--- config.mk ---
export PLATFORM = sky130hd
export DESIGN_NAME = dhks_hash
export DESIGN_NICKNAME = d
export VERILOG_FILES = /design/src/dhks_pkg.sv /design/src/dhks_hash.sv
export SDC_FILE = /design/constraint.sdc
export NUM_CORES = 1
export LEC_CHECK = 0
export ABC_AREA = 1
export BUFFER_PORTS_ARGS = -buffer_cell sky130_fd_sc_hd__buf_2
export CORE_ASPECT_RATIO = 0.75
export CORE_MARGIN = 5
export CORE_UTILIZATION = 53
export DETAILED_ROUTE_END_ITERATION = 10
export PLACE_DENSITY = 0.78
export SLEW_MARGIN = 25
export SYNTH_ARGS = -nofsm -noshare
export SYNTH_HDL_FRONTEND = slang
export SYNTH_SLANG_ARGS = --single-unit
--- constraint.sdc ---
create_clock -name clk -period 6.2 [get_ports clk]
set_input_delay 0.31 -clock clk [delete_from_list [all_inputs] [get_ports clk]]
set_output_delay 0.31 -clock clk [all_outputs]
set_load 0.02 [all_outputs]
--- src/dhks_pkg.sv ---
// ----------------------------------------------------------------------------
// dhks_pkg
// Shared types and constants for the double-hashed key set.
// ----------------------------------------------------------------------------
`default_nettype none

package dhks_pkg;

	localparam int KEY_W       = 64;
	localparam int LEN_W       = 4;
	localparam int CMD_W       = 2;
	localparam int STATUS_W    = 2;
	localparam int SLOT_W      = 8;
	localparam int CFG_W       = 4;
	localparam int BYTE_W      = 8;
	localparam int KEY_MAX     = KEY_W / BYTE_W;
	localparam int MIN_LOG2    = 3;
	localparam int HASH_BASE   = 29;
	localparam int IN_TDATA_W  = 72;
	localparam int OUT_TDATA_W = 16;

	localparam logic [CMD_W-1:0] CMD_INSERT = 2'd0;
	localparam logic [CMD_W-1:0] CMD_DELETE = 2'd1;
	localparam logic [CMD_W-1:0] CMD_SEARCH = 2'd2;

	localparam logic [STATUS_W-1:0] STATUS_OK   = 2'd0;
	localparam logic [STATUS_W-1:0] STATUS_FAIL = 2'd1;
	localparam logic [STATUS_W-1:0] STATUS_FULL = 2'd2;

	typedef struct packed {
		logic used;
		logic deleted;
	} dhks_flags_t;

	typedef struct packed {
		logic [LEN_W-1:0] len;
		logic [KEY_W-1:0] key;
	} dhks_entry_t;

	typedef struct packed {
		logic        key_we;
		logic        flag_we;
		dhks_entry_t entry;
		dhks_flags_t flags;
	} dhks_wr_t;

endpackage

`default_nettype wire

--- src/dhks_hash.sv ---
// ----------------------------------------------------------------------------
// dhks_hash
// Horner hash of the key bytes, base 29, one byte per cycle from the last
// byte down to the first.
// ----------------------------------------------------------------------------
`default_nettype none

module dhks_hash import dhks_pkg::*; #(
	parameter int AW = 8
) (
	input  wire logic             clk,
	input  wire logic             arst_n,
	input  wire logic             start,
	input  wire logic [KEY_W-1:0] key,
	input  wire logic [LEN_W-1:0] len,
	output logic                  done,
	output logic [AW-1:0]         acc
);

	localparam int HW = (AW > BYTE_W) ? AW : BYTE_W;

	logic              busy_q;
	logic [LEN_W-1:0]  idx_q;
	logic [AW-1:0]     acc_q;
	logic [KEY_W-1:0]  key_q;
	logic [BYTE_W-1:0] cur_byte;
	logic [HW-1:0]     prod;

	always_comb begin
		cur_byte = '0;
		for (int i = 0; i < KEY_MAX; i++) begin
			if (idx_q == LEN_W'(i + 1)) begin
				cur_byte = key_q[i*BYTE_W +: BYTE_W];
			end
		end
	end

	assign prod = HW'(acc_q) * HW'(HASH_BASE) + HW'(cur_byte);
	assign done = busy_q && (idx_q == '0);
	assign acc  = acc_q;

	always_ff @(posedge clk or negedge arst_n) begin
		if (!arst_n) begin
			busy_q <= 1'b0;
		end else if (start) begin
			busy_q <= 1'b1;
		end else if (done) begin
			busy_q <= 1'b0;
		end
	end

	always_ff @(posedge clk) begin
		if (start) begin
			key_q <= key;
			idx_q <= len;
			acc_q <= '0;
		end else if (busy_q && idx_q != '0) begin
			acc_q <= prod[AW-1:0];
			idx_q <= idx_q - 1'b1;
		end
	end

endmodule

`default_nettype wire

==> run metrics <==
final wirelength 7.98 mm; Required @ worst endpoint 6.46 ns; Crit. End Element register; worst r2r path cells 26; clk_lat worst skew 0.36 ns; # IOs 80; worst setup path category reg2reg; FP Rows 26; Detail Route met3 WL 646 um; most frequent cells in the layout buf_2 (79), nand2_1 (74), edfxtp_1 (68); post-route clock period utilization 72.1%; syn avg cell area 10.4 um^2; # setup viols final 0; Worst Tran Pin Value 0.819 ns; Detail Route Antenna Nets 0; first-pass GRT wire length 13.3 mm; Core Area 6930 um^2; area grow syn2layout 18.3%; largest net degree at the start of global routing 71; post-CTS setup buffers 0; Syn Std Cell Area 3850 um^2; worst rel slew slack 45.4%; max_cap viols 0; RSZ-0062 raised after global routing false; vias after detailed routing 2774; clock sink count 77; share of post-route cells with drive strength above 1 23.4%; Crit-path slowest cell fa_1; Post-CTS Resized 0; IO buf count 79; Hold Path Stages 1; worst ir drop on vdd 0.222 mV; worst min-delay path category in2reg; die area 9090 um^2; RR Startpoint idx_q[1]; outcome finished, final reports clean; Final Hold Vio Count 0; Unique masters post-synth 28; Final nets 560; die width 108 um; Yosys reg bits 77; Leakage 0.00213 uW; Clk pin slew, worst setup/hold paths 0.09 ns; FMAX 0.224 GHz; post-layout min period 4.47 ns; via/cell ratio 4.96; clk root buf clkbuf_8; # diodes 0; antenna violations before repair 0; commonest non-fill, non-tap cell in the layout buf_2; R2R Path End acc[7]; largest area contributor in the netlist edfxtp_1; total gr overflow 0; crit path DAT 4.72 ns; hold_sp key[63]; CTS Buf Count 9; FILL cells 543; synthesized instance count 371; Initial Util 55.6%; R2R Setup Slk 1.73 ns; die height 83.8 um; total track usage 19.3%; CP max stage delay 0.53 ns; drt first-iter violations 224; CP max FO 16; Syn Nets 474; Synth warnings 0; DR WL/cell 14.3 um; Most common cell on crit path nand2_1; Post-CTS Hold Fix Bufs 1; Synth top area share 53.0%; CP delay by family, top adder cells; TritonCTS clock tree yes; Seq/Total Area, Yosys 57.8%; Critical Path Start Type register; setup TNS 0 ns; largest cells by area after synthesis edfxtp_1 (53%), nand2_1 (7.2%), ha_1 (6.8%); Pre-antenna DRT Iters 6; final slew viol count 0; H-tree Lvls 3; vias in the first global route 2872; routed wl met2 3.65 mm; uppermost routed layer met4; Hold Path End key_q[63]; Max clock buf depth 2; Buf+Inv Stages, Crit Path 4; Post-Route M1 WL 3.57 mm; final RePlAce weighted congestion 0.910; HPWL after DPL 6.10 mm; clk_skew 0.0114 ns; Post-route DRC 0; Core Util, Final 65.8%; Power Dens Cells 452 nW/um^2
layer usage:
metal  vias up  global-route usage (%)
li1       1405                       -
met1      1257                    25.8
met2       101                    28.7
met3        11                    8.04
met4         0                    5.50
met5         -                       0
worst reg2reg max path: cells and delay by family, from the launching register on:
family                   cells  cell delay (ns)
adder cells (fa/ha/maj)      5             1.85
AND/OR/NAND/NOR             15             1.36
flip-flops                   1             0.46
AO/OA/AOI/OAI                2             0.42
buffers and inverters        4             0.26
Yosys cell counts, drive strengths merged:
master	instances
fa	11
edfxtp	68
dfrtp	1
xnor2	2
inv	47
o21a	1
clkinv	1
o22ai	2
a31oi	1
o21ai	24
nor2	49
xor2	3
or2	4
nand2	76
nand3	35
dfxtp	8
ha	21
clkbuf	4
buf	2
a21oi	11
final cells by class:
cell class / instances / area [um^2] / share of cell area, %
Sequential cell: 77 / 2230 / 48.8
Multi-Input combinational cell: 240 / 1420 / 31.2
Timing Repair Buffer: 81 / 413 / 9.05
Inverter: 48 / 180 / 3.95
Clock buffer: 9 / 124 / 2.72
Tap cell: 98 / 123 / 2.69
Clock inverter: 6 / 72.6 / 1.59
registers in the layout, indices dropped and copies added (netlist names):
signal,count
acc,8
idx_q,4
busy_q,1
key_q,64
worst max-delay path by stage:
stage / depth (start not counted) / to / start / slack (ns)
2_1_floorplan: 27 / acc[7] / idx_q[0] / 2.20
3_3_place_gp: 30 / acc[7] / idx_q[0] / 1.97
3_5_place_dp: 31 / acc[7] / idx_q[0] / 1.76
4_1_cts: 31 / acc[7] / idx_q[0] / 1.73
5_1_grt: 31 / acc[7] / idx_q[0] / 1.19
6_report: 26 / acc[7] / idx_q[1] / 1.73
kinds of logic (layout without fill, tap and decap cells):
kind of cell / Yosys count / after routing / share of synthesized area, %
AOI/OAI and AO/OA: 39 / 39 / 5.33
xor gates and xnor gates: 5 / 5 / 1.14
adders and majority gates: 32 / 32 / 12.5
buffers and inverters: 54 / 144 / 5.32
DFF: 77 / 77 / 57.8
and+or+nand+nor: 164 / 164 / 17.9
stage by stage:
stage	area, um^2	cells	hold WS, ns	setup slack, ns	total power, uW
2_1_floorplan	3850	371	0.0144	2.20	1430
3_3_place_gp	4350	543	0.0854	1.97	1630
3_5_place_dp	4350	543	0.0866	1.76	1690
4_1_cts	4560	559	0.0993	1.73	2080
5_1_grt	4560	559	0.0887	1.19	2300
6_report	4560	559	0.120	1.73	2060
report_power, final:
group | switching, uW | leakage (uW) | internal, uW
clock | 195 | 0.0000959 | 187
sequential | 61.6 | 0.000744 | 637
combinational | 582 | 0.00129 | 399
No activity file was read; power rests on OpenSTA's default activity.
